### config.mk
export PLATFORM = sky130hd
export DESIGN_NAME = touch_gesture_classifier_core_flat
export DESIGN_NICKNAME = d
export VERILOG_FILES = /design/src/design/tgc_pkg.sv /design/src/design/tgc_if.sv /design/src/design/touch_gesture_classifier_core.sv /design/src/design/tgc_cfg_regs.sv /design/src/design/tgc_engine.sv /design/src/flat_wrapper.sv
export SDC_FILE = /design/constraint.sdc
export NUM_CORES = 1
export LEC_CHECK = 0
export BUFFER_PORTS_ARGS = -buffer_cell sky130_fd_sc_hd__buf_2
export CAP_MARGIN = 0
export CORE_MARGIN = 4
export CORE_UTILIZATION = 63
export DETAILED_ROUTE_END_ITERATION = 8
export PLACE_DENSITY = 0.82
export SETUP_SLACK_MARGIN = 0.3
export SLEW_MARGIN = 0
export SYNTH_ARGS = -nofsm -noshare
export SYNTH_HDL_FRONTEND = slang
export SYNTH_SLANG_ARGS = --single-unit
### constraint.sdc
create_clock -name clk -period 9.8 [get_ports clk]
set_clock_uncertainty 0.1 [all_clocks]
set_input_delay 1.47 -clock clk [delete_from_list [all_inputs] [get_ports clk]]
set_output_delay 1.47 -clock clk [all_outputs]
set_load 0.03 [all_outputs]
### src/design/tgc_pkg.sv
// Package: shared types, register map and event codes for the touch gesture classifier.
package tgc_pkg;

  // Event codes as carried on the result channel
  localparam logic [2:0] EV_NONE   = 3'd0;
  localparam logic [2:0] EV_UP     = 3'd1;
  localparam logic [2:0] EV_DOWN   = 3'd2;
  localparam logic [2:0] EV_LEFT   = 3'd3;
  localparam logic [2:0] EV_RIGHT  = 3'd4;
  localparam logic [2:0] EV_TAP    = 3'd5;
  localparam logic [2:0] EV_DOUBLE = 3'd6;
  localparam logic [2:0] EV_LONG   = 3'd7;

  // Controller gesture codes
  localparam logic [7:0] GC_UP     = 8'h01;
  localparam logic [7:0] GC_DOWN   = 8'h02;
  localparam logic [7:0] GC_LEFT   = 8'h03;
  localparam logic [7:0] GC_RIGHT  = 8'h04;
  localparam logic [7:0] GC_TAP    = 8'h05;
  localparam logic [7:0] GC_DOUBLE = 8'h0B;
  localparam logic [7:0] GC_LONG   = 8'h0C;

  // Register indexes (byte address = 4 * index)
  localparam int unsigned ADDR_W = 5;
  localparam logic [2:0] REG_ROTATION      = 3'd0;
  localparam logic [2:0] REG_SWIPE_MIN     = 3'd1;
  localparam logic [2:0] REG_TAP_MAX_MOVE  = 3'd2;
  localparam logic [2:0] REG_SWIPE_MAX_MS  = 3'd3;
  localparam logic [2:0] REG_TAP_MAX_MS    = 3'd4;
  localparam logic [2:0] REG_DTAP_WINDOW   = 3'd5;
  localparam logic [2:0] REG_HOLDOFF_MS    = 3'd6;
  localparam logic [2:0] REG_GEST_REPEAT   = 3'd7;

  // Register reset values
  localparam logic [1:0]  RST_ROTATION     = 2'd0;
  localparam logic [11:0] RST_SWIPE_MIN    = 12'd50;
  localparam logic [11:0] RST_TAP_MAX_MOVE = 12'd35;
  localparam logic [15:0] RST_SWIPE_MAX_MS = 16'd800;
  localparam logic [15:0] RST_TAP_MAX_MS   = 16'd650;
  localparam logic [15:0] RST_DTAP_WINDOW  = 16'd350;
  localparam logic [15:0] RST_HOLDOFF_MS   = 16'd90;
  localparam logic [15:0] RST_GEST_REPEAT  = 16'd180;

  typedef struct packed {
    logic [1:0]  rotation;
    logic [11:0] swipe_min_distance;
    logic [11:0] tap_max_move;
    logic [15:0] swipe_max_ms;
    logic [15:0] tap_max_ms;
    logic [15:0] double_tap_window_ms;
    logic [15:0] repeat_holdoff_ms;
    logic [15:0] gesture_repeat_ms;
  } cfg_t;

  typedef struct packed {
    logic [7:0]  raw_gesture;
    logic [3:0]  finger_count;
    logic [11:0] x_position;
    logic [11:0] y_position;
    logic [31:0] now_ms;
  } report_t;

  typedef struct packed {
    logic [2:0] event_code;
    logic [1:0] events_accepted;
    logic       pressed;
  } result_t;

endpackage

### src/design/tgc_if.sv
// Interfaces: touch report channel and gesture result channel.
interface tgc_report_if;
  logic        valid;
  logic        ready;
  logic [7:0]  raw_gesture;
  logic [3:0]  finger_count;
  logic [11:0] x_position;
  logic [11:0] y_position;
  logic [31:0] now_ms;

  modport source (output valid, raw_gesture, finger_count, x_position, y_position, now_ms,
                  input ready);
  modport sink (input valid, raw_gesture, finger_count, x_position, y_position, now_ms,
                output ready);
endinterface

interface tgc_result_if;
  logic       valid;
  logic       ready;
  logic [2:0] event_code;
  logic [1:0] events_accepted;
  logic       pressed;

  modport source (output valid, event_code, events_accepted, pressed, input ready);
  modport sink (input valid, event_code, events_accepted, pressed, output ready);
endinterface

### src/design/touch_gesture_classifier_core.sv
// Touch gesture classifier: an input register, one pass of compare logic through the
// engine, and a result register; one report is accepted per cycle unless the result
// side stalls, and its result passes through the report and result registers to the
// result channel. The single-pass compare and subtract logic between the two registers
// sets this rate, and a stalled result register still lets one more report be taken into
// the report register. Configuration registers sit at byte address 4*index on the
// APB-style port; the user must write them only while idle, unchecked by the block.
module touch_gesture_classifier_core (
  input  logic                       clk,
  input  logic                       rst,
  input  logic                       psel,
  input  logic                       penable,
  input  logic                       pwrite,
  input  logic [tgc_pkg::ADDR_W-1:0] paddr,
  input  logic [31:0]                pwdata,
  output logic [31:0]                prdata,
  output logic                       pready,
  tgc_report_if.sink                 report,
  tgc_result_if.source               result
);

  tgc_pkg::cfg_t    cfg;
  tgc_pkg::report_t rpt_in, rpt_q;
  tgc_pkg::result_t res_d, res_q;
  logic             rpt_valid, res_valid, step, take_report;

  assign pready = 1'b1;

  // Configuration registers
  tgc_cfg_regs u_cfg (
    .clk     (clk),
    .rst     (rst),
    .psel    (psel),
    .penable (penable),
    .pwrite  (pwrite),
    .paddr   (paddr),
    .pwdata  (pwdata),
    .prdata  (prdata),
    .cfg     (cfg)
  );

  // Handshake: the engine steps when the result register is free or being drained
  assign step         = rpt_valid && (!res_valid || result.ready);
  assign report.ready = !rpt_valid || step;
  assign take_report  = report.valid && report.ready;

  assign rpt_in.raw_gesture  = report.raw_gesture;
  assign rpt_in.finger_count = report.finger_count;
  assign rpt_in.x_position   = report.x_position;
  assign rpt_in.y_position   = report.y_position;
  assign rpt_in.now_ms       = report.now_ms;

  // Report register
  always_ff @(posedge clk) begin
    if (rst) begin
      rpt_valid <= 1'b0;
    end else if (take_report) begin
      rpt_valid <= 1'b1;
    end else if (step) begin
      rpt_valid <= 1'b0;
    end
  end

  always_ff @(posedge clk) begin
    if (take_report) begin
      rpt_q <= rpt_in;
    end
  end

  tgc_engine u_engine (
    .clk  (clk),
    .rst  (rst),
    .step (step),
    .rpt  (rpt_q),
    .cfg  (cfg),
    .res  (res_d)
  );

  // Result register
  always_ff @(posedge clk) begin
    if (rst) begin
      res_valid <= 1'b0;
    end else if (step) begin
      res_valid <= 1'b1;
    end else if (result.ready) begin
      res_valid <= 1'b0;
    end
  end

  always_ff @(posedge clk) begin
    if (step) begin
      res_q <= res_d;
    end
  end

  assign result.valid           = res_valid;
  assign result.event_code      = res_q.event_code;
  assign result.events_accepted = res_q.events_accepted;
  assign result.pressed         = res_q.pressed;

`ifndef SYNTHESIS
  // At most two events per report
  a_count_range: assert property (@(posedge clk) disable iff (rst)
    res_valid |-> (res_q.events_accepted != 2'd3))
    else $error("events_accepted out of range");

  // An event code is shown exactly when something was accepted
  a_code_matches_count: assert property (@(posedge clk) disable iff (rst)
    res_valid |-> ((res_q.event_code == tgc_pkg::EV_NONE) == (res_q.events_accepted == 2'd0)))
    else $error("event_code and events_accepted disagree");

  // Back-pressure only when both registers are full
  a_ready_when_room: assert property (@(posedge clk) disable iff (rst)
    !report.ready |-> (rpt_valid && res_valid && !result.ready))
    else $error("report channel stalled with room available");

  // A held report is never dropped while the result side is stalled
  a_no_drop: assert property (@(posedge clk) disable iff (rst)
    (rpt_valid && res_valid && !result.ready) |=> rpt_valid)
    else $error("report lost during stall");
`endif

endmodule

### src/design/tgc_cfg_regs.sv
// Configuration register file behind the APB-style port.
module tgc_cfg_regs (
  input  logic                       clk,
  input  logic                       rst,
  input  logic                       psel,
  input  logic                       penable,
  input  logic                       pwrite,
  input  logic [tgc_pkg::ADDR_W-1:0] paddr,
  input  logic [31:0]                pwdata,
  output logic [31:0]                prdata,
  output tgc_pkg::cfg_t              cfg
);

  logic       wr_en;
  logic [2:0] reg_idx;

  assign wr_en   = psel && penable && pwrite;
  assign reg_idx = paddr[tgc_pkg::ADDR_W-1:2];

  // Register writes
  always_ff @(posedge clk) begin
    if (rst) begin
      cfg.rotation             <= tgc_pkg::RST_ROTATION;
      cfg.swipe_min_distance   <= tgc_pkg::RST_SWIPE_MIN;
      cfg.tap_max_move         <= tgc_pkg::RST_TAP_MAX_MOVE;
      cfg.swipe_max_ms         <= tgc_pkg::RST_SWIPE_MAX_MS;
      cfg.tap_max_ms           <= tgc_pkg::RST_TAP_MAX_MS;
      cfg.double_tap_window_ms <= tgc_pkg::RST_DTAP_WINDOW;
      cfg.repeat_holdoff_ms    <= tgc_pkg::RST_HOLDOFF_MS;
      cfg.gesture_repeat_ms    <= tgc_pkg::RST_GEST_REPEAT;
    end else if (wr_en) begin
      case (reg_idx)
        tgc_pkg::REG_ROTATION:     cfg.rotation             <= pwdata[1:0];
        tgc_pkg::REG_SWIPE_MIN:    cfg.swipe_min_distance   <= pwdata[11:0];
        tgc_pkg::REG_TAP_MAX_MOVE: cfg.tap_max_move         <= pwdata[11:0];
        tgc_pkg::REG_SWIPE_MAX_MS: cfg.swipe_max_ms         <= pwdata[15:0];
        tgc_pkg::REG_TAP_MAX_MS:   cfg.tap_max_ms           <= pwdata[15:0];
        tgc_pkg::REG_DTAP_WINDOW:  cfg.double_tap_window_ms <= pwdata[15:0];
        tgc_pkg::REG_HOLDOFF_MS:   cfg.repeat_holdoff_ms    <= pwdata[15:0];
        tgc_pkg::REG_GEST_REPEAT:  cfg.gesture_repeat_ms    <= pwdata[15:0];
        default: ;
      endcase
    end
  end

  // Read mux
  always_comb begin
    case (reg_idx)
      tgc_pkg::REG_ROTATION:     prdata = {30'd0, cfg.rotation};
      tgc_pkg::REG_SWIPE_MIN:    prdata = {20'd0, cfg.swipe_min_distance};
      tgc_pkg::REG_TAP_MAX_MOVE: prdata = {20'd0, cfg.tap_max_move};
      tgc_pkg::REG_SWIPE_MAX_MS: prdata = {16'd0, cfg.swipe_max_ms};
      tgc_pkg::REG_TAP_MAX_MS:   prdata = {16'd0, cfg.tap_max_ms};
      tgc_pkg::REG_DTAP_WINDOW:  prdata = {16'd0, cfg.double_tap_window_ms};
      tgc_pkg::REG_HOLDOFF_MS:   prdata = {16'd0, cfg.repeat_holdoff_ms};
      tgc_pkg::REG_GEST_REPEAT:  prdata = {16'd0, cfg.gesture_repeat_ms};
      default:                   prdata = 32'd0;
    endcase
  end

endmodule

### src/design/tgc_engine.sv
// Gesture engine: press tracking state, code mapping, release classification and hold-off.
module tgc_engine (
  input  logic             clk,
  input  logic             rst,
  input  logic             step,
  input  tgc_pkg::report_t rpt,
  input  tgc_pkg::cfg_t    cfg,
  output tgc_pkg::result_t res
);

  // Tracking state
  logic        press_active, press_active_next;
  logic [11:0] start_x, start_x_next, start_y, start_y_next;
  logic [11:0] latest_x, latest_x_next, latest_y, latest_y_next;
  logic [31:0] press_start_time, press_start_time_next;
  logic [31:0] prior_tap_time, prior_tap_time_next;
  logic [2:0]  prior_event, prior_event_next;
  logic [31:0] prior_event_time, prior_event_time_next;
  logic [7:0]  prior_gesture_code, prior_gesture_code_next;

  logic [2:0]  ev1, ev2, pe1;
  logic [31:0] since_event, since_event2, duration, since_tap;
  logic        gesture_pass, acc1, acc2, release_now;
  logic signed [12:0] dx, dy, rdx, rdy;
  logic [11:0] adx, ady;
  logic        is_swipe, tap_ok, short_press, is_double;

  // Controller code to event, swipes rotated by orientation
  always_comb begin
    case (rpt.raw_gesture)
      tgc_pkg::GC_UP, tgc_pkg::GC_DOWN, tgc_pkg::GC_LEFT, tgc_pkg::GC_RIGHT: begin
        case ({cfg.rotation, rpt.raw_gesture[1:0]})
          4'b00_01: ev1 = tgc_pkg::EV_UP;
          4'b00_10: ev1 = tgc_pkg::EV_DOWN;
          4'b00_11: ev1 = tgc_pkg::EV_LEFT;
          4'b00_00: ev1 = tgc_pkg::EV_RIGHT;
          4'b01_01: ev1 = tgc_pkg::EV_LEFT;
          4'b01_10: ev1 = tgc_pkg::EV_RIGHT;
          4'b01_11: ev1 = tgc_pkg::EV_DOWN;
          4'b01_00: ev1 = tgc_pkg::EV_UP;
          4'b10_01: ev1 = tgc_pkg::EV_DOWN;
          4'b10_10: ev1 = tgc_pkg::EV_UP;
          4'b10_11: ev1 = tgc_pkg::EV_RIGHT;
          4'b10_00: ev1 = tgc_pkg::EV_LEFT;
          4'b11_01: ev1 = tgc_pkg::EV_RIGHT;
          4'b11_10: ev1 = tgc_pkg::EV_LEFT;
          4'b11_11: ev1 = tgc_pkg::EV_UP;
          default:  ev1 = tgc_pkg::EV_DOWN;
        endcase
      end
      tgc_pkg::GC_TAP:    ev1 = tgc_pkg::EV_TAP;
      tgc_pkg::GC_DOUBLE: ev1 = tgc_pkg::EV_DOUBLE;
      tgc_pkg::GC_LONG:   ev1 = tgc_pkg::EV_LONG;
      default:            ev1 = tgc_pkg::EV_NONE;
    endcase
  end

  // Repeat filter and hold-off for the controller event
  assign since_event  = rpt.now_ms - prior_event_time;
  assign gesture_pass = (ev1 != tgc_pkg::EV_NONE) &&
                        ((rpt.raw_gesture != prior_gesture_code) ||
                         (since_event >= {16'd0, cfg.gesture_repeat_ms}));
  assign acc1 = gesture_pass &&
                !((ev1 == prior_event) && (since_event < {16'd0, cfg.repeat_holdoff_ms}));
  assign pe1          = acc1 ? ev1 : prior_event;
  assign since_event2 = acc1 ? 32'd0 : since_event;

  // Movement from start to last point, rotated
  assign release_now = (rpt.finger_count == 4'd0) && press_active;
  assign duration    = rpt.now_ms - press_start_time;
  assign dx = $signed({1'b0, latest_x}) - $signed({1'b0, start_x});
  assign dy = $signed({1'b0, latest_y}) - $signed({1'b0, start_y});

  always_comb begin
    case (cfg.rotation)
      2'd1: begin rdx = -dy; rdy = dx;  end
      2'd2: begin rdx = -dx; rdy = -dy; end
      2'd3: begin rdx = dy;  rdy = -dx; end
      default: begin rdx = dx; rdy = dy; end
    endcase
  end

  assign adx = rdx[12] ? 12'(-rdx) : rdx[11:0];
  assign ady = rdy[12] ? 12'(-rdy) : rdy[11:0];

  // Release classification
  assign is_swipe    = (duration <= {16'd0, cfg.swipe_max_ms}) &&
                       ((adx > cfg.swipe_min_distance) || (ady > cfg.swipe_min_distance));
  assign tap_ok      = (adx <= cfg.tap_max_move) && (ady <= cfg.tap_max_move);
  assign short_press = duration <= {16'd0, cfg.tap_max_ms};
  assign since_tap   = rpt.now_ms - prior_tap_time;
  assign is_double   = since_tap <= {16'd0, cfg.double_tap_window_ms};

  always_comb begin
    if (!release_now) begin
      ev2 = tgc_pkg::EV_NONE;
    end else if (is_swipe) begin
      if (adx >= ady) ev2 = (!rdx[12] && rdx != 13'sd0) ? tgc_pkg::EV_RIGHT : tgc_pkg::EV_LEFT;
      else            ev2 = (!rdy[12] && rdy != 13'sd0) ? tgc_pkg::EV_DOWN : tgc_pkg::EV_UP;
    end else if (!tap_ok) begin
      ev2 = tgc_pkg::EV_NONE;
    end else if (short_press) begin
      ev2 = is_double ? tgc_pkg::EV_DOUBLE : tgc_pkg::EV_TAP;
    end else begin
      ev2 = tgc_pkg::EV_LONG;
    end
  end

  // Hold-off for the release event, seen after the controller event's update
  assign acc2 = (ev2 != tgc_pkg::EV_NONE) &&
                !((ev2 == pe1) && (since_event2 < {16'd0, cfg.repeat_holdoff_ms}));

  // Next state
  always_comb begin
    press_active_next       = rpt.finger_count != 4'd0;
    start_x_next            = start_x;
    start_y_next            = start_y;
    press_start_time_next   = press_start_time;
    latest_x_next           = latest_x;
    latest_y_next           = latest_y;
    prior_tap_time_next     = prior_tap_time;
    prior_event_next        = pe1;
    prior_event_time_next   = acc1 ? rpt.now_ms : prior_event_time;
    prior_gesture_code_next = gesture_pass ? rpt.raw_gesture : prior_gesture_code;
    if (rpt.finger_count != 4'd0) begin
      if (!press_active) begin
        start_x_next          = rpt.x_position;
        start_y_next          = rpt.y_position;
        press_start_time_next = rpt.now_ms;
      end
      latest_x_next = rpt.x_position;
      latest_y_next = rpt.y_position;
    end
    if (release_now && !is_swipe && tap_ok && short_press) begin
      prior_tap_time_next = is_double ? 32'd0 : rpt.now_ms;
    end
    if (acc2) begin
      prior_event_next      = ev2;
      prior_event_time_next = rpt.now_ms;
    end
  end

  // State registers
  always_ff @(posedge clk) begin
    if (rst) begin
      press_active       <= 1'b0;
      start_x            <= 12'd0;
      start_y            <= 12'd0;
      latest_x           <= 12'd0;
      latest_y           <= 12'd0;
      press_start_time   <= 32'd0;
      prior_tap_time     <= 32'd0;
      prior_event        <= tgc_pkg::EV_NONE;
      prior_event_time   <= 32'd0;
      prior_gesture_code <= 8'd0;
    end else if (step) begin
      press_active       <= press_active_next;
      start_x            <= start_x_next;
      start_y            <= start_y_next;
      latest_x           <= latest_x_next;
      latest_y           <= latest_y_next;
      press_start_time   <= press_start_time_next;
      prior_tap_time     <= prior_tap_time_next;
      prior_event        <= prior_event_next;
      prior_event_time   <= prior_event_time_next;
      prior_gesture_code <= prior_gesture_code_next;
    end
  end

  // Result of this item
  assign res.event_code      = acc2 ? ev2 : (acc1 ? ev1 : tgc_pkg::EV_NONE);
  assign res.events_accepted = {1'b0, acc1} + {1'b0, acc2};
  assign res.pressed         = press_active_next;

endmodule

### src/flat_wrapper.sv
// flat-port wrapper written by rule: the top's interface ports become plain ports
module touch_gesture_classifier_core_flat 
  (clk, rst, psel, penable, pwrite, paddr, pwdata, prdata, pready, report_valid, report_raw_gesture, report_finger_count, report_x_position, report_y_position, report_now_ms, report_ready, result_valid, result_event_code, result_events_accepted, result_pressed, result_ready);
  tgc_report_if report_i ();
  tgc_result_if result_i ();
  input  logic clk;
  input  logic rst;
  input  logic psel;
  input  logic penable;
  input  logic pwrite;
  input  logic [tgc_pkg::ADDR_W-1:0] paddr;
  input  logic [31:0] pwdata;
  output logic [31:0] prdata;
  output logic pready;
  input wire logic [$bits(report_i.valid)-1:0] report_valid;
  input wire logic [$bits(report_i.raw_gesture)-1:0] report_raw_gesture;
  input wire logic [$bits(report_i.finger_count)-1:0] report_finger_count;
  input wire logic [$bits(report_i.x_position)-1:0] report_x_position;
  input wire logic [$bits(report_i.y_position)-1:0] report_y_position;
  input wire logic [$bits(report_i.now_ms)-1:0] report_now_ms;
  output wire logic [$bits(report_i.ready)-1:0] report_ready;
  output wire logic [$bits(result_i.valid)-1:0] result_valid;
  output wire logic [$bits(result_i.event_code)-1:0] result_event_code;
  output wire logic [$bits(result_i.events_accepted)-1:0] result_events_accepted;
  output wire logic [$bits(result_i.pressed)-1:0] result_pressed;
  input wire logic [$bits(result_i.ready)-1:0] result_ready;
  assign report_i.valid = report_valid;
  assign report_i.raw_gesture = report_raw_gesture;
  assign report_i.finger_count = report_finger_count;
  assign report_i.x_position = report_x_position;
  assign report_i.y_position = report_y_position;
  assign report_i.now_ms = report_now_ms;
  assign report_ready = report_i.ready;
  assign result_valid = result_i.valid;
  assign result_event_code = result_i.event_code;
  assign result_events_accepted = result_i.events_accepted;
  assign result_pressed = result_i.pressed;
  assign result_i.ready = result_ready;
  touch_gesture_classifier_core u_core (.clk(clk), .rst(rst), .psel(psel), .penable(penable), .pwrite(pwrite), .paddr(paddr), .pwdata(pwdata), .prdata(prdata), .pready(pready), .report(report_i), .result(result_i));
endmodule
==> flow_summary.json, run 1 <==
{
  "wl_per_cell_um": 19.8,
  "fmax_mhz": 113,
  "period_share_pct": 90.5,
  "ctsResizeCount": 0,
  "cts_tree": "built",
  "cts_buffer_depth": 3,
  "routed_wl_mm": 77.2,
  "min_period_ns": 8.87,
  "ys_warn_count": 0,
  "gr-total-overflow": 0,
  "worstMarginPinSlew_ns": 1.12,
  "port_buffers": 117,
  "cpPeakStageDelay_ns": 0.69,
  "cts_buffers": 40,
  "rr_startpoint": "u_core.u_engine.latest_y[0]",
  "min_from": "u_core.u_engine.prior_event_time[24]",
  "ir_drop_mv": 0.145,
  "core.rowCount": 74,
  "ys_seq_elements": 338,
  "cts-root-buf": "clkbuf_16",
  "gp_congestion": 0.982,
  "antenna_found_initial": 0,
  "clkLatencyLatePin_ns": 0.56,
  "critPathSlowestCell": "xor2_1",
  "syn_area_per_cell_um2": 7.89,
  "vias": 24300,
  "synth_ff_type": "dfxtp_1",
  "path_delay_family": "compound AO/OA/AOI/OAI gates",
  "cp-startpoint": "u_core.u_engine.latest_y[0]",
  "tns_ns": 0,
  "synthArstFlopShare_pct": 0,
  "first_pass_iters": 6,
  "grt_pass1_wl_mm": 122,
  "pin_count": 153,
  "outcome": "finished clean",
  "ys_seq_area_share_pct": 28.9,
  "syn_area_um2": 26000,
  "cpMostUsedCell": "ha_1",
  "utilization_pct": 69.1,
  "rsz0062_at_grt": "false",
  "end_kind": "register",
  "crit_arrival_ns": 9.24,
  "synth_enable_flop_cells": 74,
  "hp-class": "register to register",
  "mostFrequentLayoutCells": "543 x nand2_1, 356 x a21oi_1, 281 x inv_1, 275 x ha_1, 263 x dfxtp_1",
  "drive_gt1_share_pct": 7.96,
  "synthCells": 3292,
  "powerDensity_nw_per_um2": 169,
  "path_max_fanout": 32,
  "path_clk_slew_ns": 0.06,
  "h-tree-depth": 2,
  "die_h_um": 211,
  "cts_setup_buffers": 0,
  "antenna_cells": 0,
  "cp.required_ns": 10.17,
  "drc": 0,
  "final-setup-viol-count": 0,
  "ctsHoldBuffers": 0,
  "final_common_cell": "nand2_1",
  "die_x_um": 211,
  "relSlewSlack_pct": 25.2,
  "worstSetupStartpointType": "register",
  "p_leak_nw": 11.0,
  "path_buf_inv": 4,
  "grt_usage_pct": 33.6,
  "crit_type": "register to register",
  "drt-vias-per-instance": 6.23,
  "initial_utilization_pct": 63.6,
  "drt_iter0_drc": 2451,
  "hpwl_mm": 57.9,
  "postRouteAntennaNets": 0,
  "drv_cap": 0,
  "area_growth_pct": 8.62,
  "cts.sinks": 338,
  "nets": 3728,
  "grt_max_degree": 158,
  "die_area_um2": 44500,
  "grt_pass1_vias": 23200,
  "ys_types": 101,
  "fp.coreArea_um2": 40800,
  "final_hold_viol_count": 0,
  "slew_viol_final": 0
}
synth_stat cells, drive strengths merged, types with 50 or more instances:
library cell  instances  share of area [%]
a21o                 93                2.7
a21oi               357                6.9
and2                 51                1.2
clkbuf              122                1.8
dfxtp               264                 20
edfxtp               74                8.6
ha                  275                 13
inv                 283                4.1
mux2i                63                2.4
nand2               543                7.8
nand3                51                1.0
nor2                204                3.0
nor2b                58                1.4
nor3                 50               0.96
o21ai               113                2.2
xnor2                68                2.3
stage by stage:
step           std cells  area (µm²)  hold slack, ns  power [mW]  setup slack, ns
2_1_floorplan       3307       26000           0.336        2.78             2.44
6_report            3898       28200           0.354        4.77            0.934
3_3_place_gp        3826       26800           0.341        3.14             1.53
3_5_place_dp        3826       26800           0.346        3.20             1.06
4_1_cts             3898       28200           0.354        4.76             1.07
5_1_grt             3898       28200           0.369        5.05            0.480
layer usage:
| metal | wire [µm] | vias up | track usage [%] | part of all wire [%] |
|---|---|---|---|---|
| li1 | - | 11600 | - | - |
| met1 | 32800 | 11500 | 45.7 | 42 |
| met3 | 6100 | 174 | 4.65 | 7.9 |
| met2 | 35500 | 987 | 54.8 | 46 |
| met5 | 0 | - | 0 | 0 |
| met4 | 2820 | 0 | 12.2 | 3.7 |
cells by family after synthesis:
family                   share of synthesized area [%]
XOR/XNOR                                          3.96
AND/OR/NAND/NOR                                   20.5
adder cells (fa/ha/maj)                           13.6
flip-flops                                        28.9
other                                           0.0289
AO/OA/AOI/OAI                                     21.9
multiplexers                                      4.41
buffers and inverters                             6.66
report_power, final:
part / internal, mW / switching (mW)
Combinational: 0.680 / 1.02
Sequential: 1.47 / 0.0416
Clock: 0.954 / 0.602
Total: 3.10 / 1.67
cell type report:
cell class / instances / area [µm²]
clock buffer: 57 / 1160
clock inverter: 15 / 214
fill: 3382 / 12600
inverter: 286 / 1070
multi-input combinational: 2530 / 16800
sequential: 338 / 7510
tap: 532 / 666
timing repair buffer: 140 / 767
final timing paths:
kind	end	slack, ns	depth (start not counted)
worst min-delay path	u_core.u_engine.prior_event_time[24]	0.35	2
worst min register to register	u_core.u_engine.prior_event_time[24]	0.35	2
worst max-delay path	u_core.u_engine.prior_event_time[15]	0.93	32
worst max register to register	u_core.u_engine.prior_event_time[15]	0.93	32
flip-flops by register name (all words and copies together) (netlist names), 12 cells and up:
| signal | flops |
|---|---|
| u_core.u_engine.prior_event_time | 32 |
| u_core.u_engine.latest_x | 12 |
| u_core.u_engine.start_x | 12 |
| u_core.u_engine.press_start_time | 32 |
| u_core.u_engine.latest_y | 12 |
| u_core.u_cfg.cfg | 106 |
| u_core.u_engine.start_y | 12 |
| u_core.u_engine.prior_tap_time | 32 |
| u_core.rpt_q | 68 |
worst register-to-register path: cells and delay by family (launching register included):
kind / cells / cell delay, ns
compound gates: 12 / 3.34
simple gates: 9 / 1.82
mux: 1 / 0.44
buf+inv: 4 / 0.67
xor+xnor: 2 / 1.03
flops: 1 / 0.33
fa+ha+maj: 4 / 1.06
(Power assumes the default switching activity.)
==> run 2, diff against run 1 <==
Settings changed: ABC_AREA from default to 1, CTS_BUF_LIST from default to sky130_fd_sc_hd__clkbuf_16, REMOVE_ABC_BUFFERS from default to 1.
==> run 2 against run 1 <==
Effect of this change:
- first-iteration DRC count is 26% higher
- non-clock buffer count decreased by 11
- worst setup slack gained 1.2 ns
- clock power shrank 4%
- combinational power up 9.9%
- critical path type unchanged
- critical endpoint is now u_core.u_engine.prior_event_time[5]
- largest power group unchanged
==> flow_summary.json, run 2 <==
{
  "largest_register_ffs": 106,
  "hold_path_end": "u_core.u_engine.prior_gesture_code[4]",
  "synth.most_common_cell": "nand2_1",
  "period_share_pct": 78.2,
  "p_switching_mw": 1.90,
  "path_clk_slew_ns": 0.06,
  "syn_area_per_cell_um2": 6.90,
  "cts_buffers": 39,
  "tns_ns": 0,
  "drt_iter0_drc": 3079,
  "p_leak_nw": 13.0,
  "pin_count": 153,
  "first_pass_iters": 6,
  "fillers": 3592,
  "synth_enable_flop_cells": 74,
  "worst_slack_ns": 2.14,
  "regMostFlops": "u_core.u_cfg.cfg",
  "p_sw_share_pct": 38.9,
  "cts-root-buf": "clkbuf_16",
  "worstMarginPinSlew_ns": 1.18,
  "relSlewSlack_pct": 21.2,
  "area_growth_pct": 8.40,
  "cts.sinks": 338,
  "min_period_ns": 7.66,
  "dpl_cell_area_um2": 27000,
  "rsz0062_at_grt": "false",
  "cpPeakStageDelay_ns": 0.77,
  "ys_top_cells_by_count": "664 x nand2_1, 606 x inv_1, 394 x a21oi_1",
  "nets": 4256,
  "ys_warn_count": 0,
  "dp_slack_ns": 2.33,
  "drc": 0,
  "wl_per_cell_um": 17.9,
  "regArea_um2": 7510,
  "fp.coreArea_um2": 40900,
  "finalNonFillerCells": 4427,
  "gr-total-overflow": 0,
  "postRouteAntennaNets": 0,
  "core.rowCount": 74,
  "gp_congestion": 0.984,
  "drive_gt1_share_pct": 7.42,
  "seqPwrFrac_pct": 31.1,
  "cts_tree": "built",
  "path_buf_inv": 5,
  "hpwl_mm": 61.7,
  "p_total_mw": 4.88,
  "syn_area_um2": 26100,
  "cts_setup_buffers": 0,
  "path_delay_family": "simple AND/OR/NAND/NOR gates",
  "drt-vias-per-instance": 5.87,
  "critPathSlowestCell": "or2_2",
  "clkLatencyLatePin_ns": 0.58,
  "grt_max_degree": 126,
  "p_comb_share_pct": 38.4,
  "r2r_end": "u_core.u_engine.prior_event_time[5]",
  "ys_types": 64,
  "internal_power_mw": 2.98,
  "rr_worst_depth": 36,
  "antenna_cells": 0,
  "fmax_mhz": 131,
  "final_cell_area_um2": 28300,
  "ctsHoldBuffers": 0,
  "synthCells": 3787,
  "routed_wl_mm": 79.2,
  "cp.required_ns": 10.17,
  "cts_buffer_depth": 3,
  "die_x_um": 212,
  "ff2ff_setup_slack_ns": 2.14,
  "synth.top_cell.area_share_pct": 20.2,
  "worstSetupStartpointType": "register",
  "final_common_cell": "nand2_1",
  "die_h_um": 212,
  "slew_viol_final": 0,
  "synthArstFlopShare_pct": 0,
  "crit_cells": 36,
  "mostFrequentLayoutCells": "664 x nand2_1, 611 x inv_1, 394 x a21oi_1, 322 x o21ai_0, 294 x nor2_1",
  "hold_depth": 2,
  "path_max_fanout": 64,
  "synth_ff_type": "dfxtp_1",
  "multi_input_area_um2": 15800,
  "port_buffers": 117,
  "drv_cap": 0,
  "final_hold_viol_count": 0,
  "ir_drop_mv": 0.138,
  "reg.largest.list": "u_core.u_cfg.cfg: 106 flops, u_core.rpt_q: 68 flops",
  "powerDensity_nw_per_um2": 172,
  "h-tree-depth": 2,
  "min_from": "u_core.u_engine.prior_gesture_code[4]",
  "final-setup-viol-count": 0,
  "dp.cells": 4355,
  "outcome": "finished clean",
  "p_clk_share_pct": 30.5,
  "die_area_um2": 44800,
  "ctsResizeCount": 0,
  "grt_pass1_vias": 23300,
  "ys_top_cells_by_area": "dfxtp_1 20%, ha_1 13%, nand2_1 9.5%, inv_1 8.7%, edfxtp_1 8.5%",
  "initial_utilization_pct": 63.9,
  "crit_arrival_ns": 8.04,
  "ys_seq_elements": 338,
  "crit_type": "register to register",
  "ys_seq_area_share_pct": 28.7,
  "grt_pass1_wl_mm": 125,
  "synth_top_area_cell": "dfxtp_1",
  "end_kind": "register",
  "antenna_found_initial": 0,
  "hp-class": "register to register",
  "rr_startpoint": "u_core.rpt_q[0]",
  "grt_usage_pct": 34.4,
  "vias": 26000
}
==> run 2: logic make-up after synthesis <==
group	share of synthesized area (%)
xor+xnor	3.28
simple gates	23.6
fa+ha+maj	13.5
other cells	0.0287
buf+inv	11.0
flops	28.7
compound gates	19.7
mux	0.0383
==> run 2: how the worst max path moves through the flow <==
stage | endpoint | from | slack [ns]
finish | u_core.u_engine.prior_event_time[5] | u_core.rpt_q[0] | 2.14
global route | u_core.u_engine.prior_event_time[8] | u_core.rpt_q[0] | 1.43
CTS | u_core.u_engine.prior_event_time[5] | u_core.rpt_q[0] | 2.25
detailed placement | u_core.u_engine.prior_event_time[30] | u_core.rpt_q[0] | 2.33
global placement | u_core.u_engine.prior_event_time[9] | u_core.rpt_q[0] | 2.39
floorplan | u_core.u_engine.prior_event_time[0] | u_core.rpt_q[0] | 3.91
==> run 2: metrics by stage <==
stage,util (%),hold slack [ns]
3_5_place_dp,66.1,0.343
5_1_grt,69.2,0.370
2_1_floorplan,-,0.330
4_1_cts,69.2,0.353
3_3_place_gp,66.1,0.340
6_report,69.2,0.352
==> run 2: layout make-up <==
cell class              instances  area share, %
clock buffers                  43           3.80
clock inverters                29          0.795
inverters                     633           8.40
multi-input cells            2723           55.8
flip-flops and latches        338           26.5
well taps                     532           2.35
repair buffers                129           2.38
==> run 2: worst min-delay path, cell delays in order, from the launching register on <==
cell     delay (ns)
dfxtp_1        0.32
nand2_1        0.06
nor2_1         0.03
==> run 2: per-layer routing <==
metal	wire length, µm	vias up	track usage, %
li1	-	12800	-
met1	34700	11700	49.6
met2	33200	1234	52.1
met3	7250	237	4.68
met4	4020	0	14.5
met5	0	-	0
==> run 2: power by group through the flow <==
stage / combinational [mW] / sequential [mW] / clock (mW)
global route: 2.13 / 1.52 / 1.56
CTS: 1.83 / 1.52 / 1.50
finish: 1.88 / 1.52 / 1.49
global placement: 1.77 / 1.55 / 0
detailed placement: 1.82 / 1.55 / 0
floorplan: 1.36 / 1.53 / 0
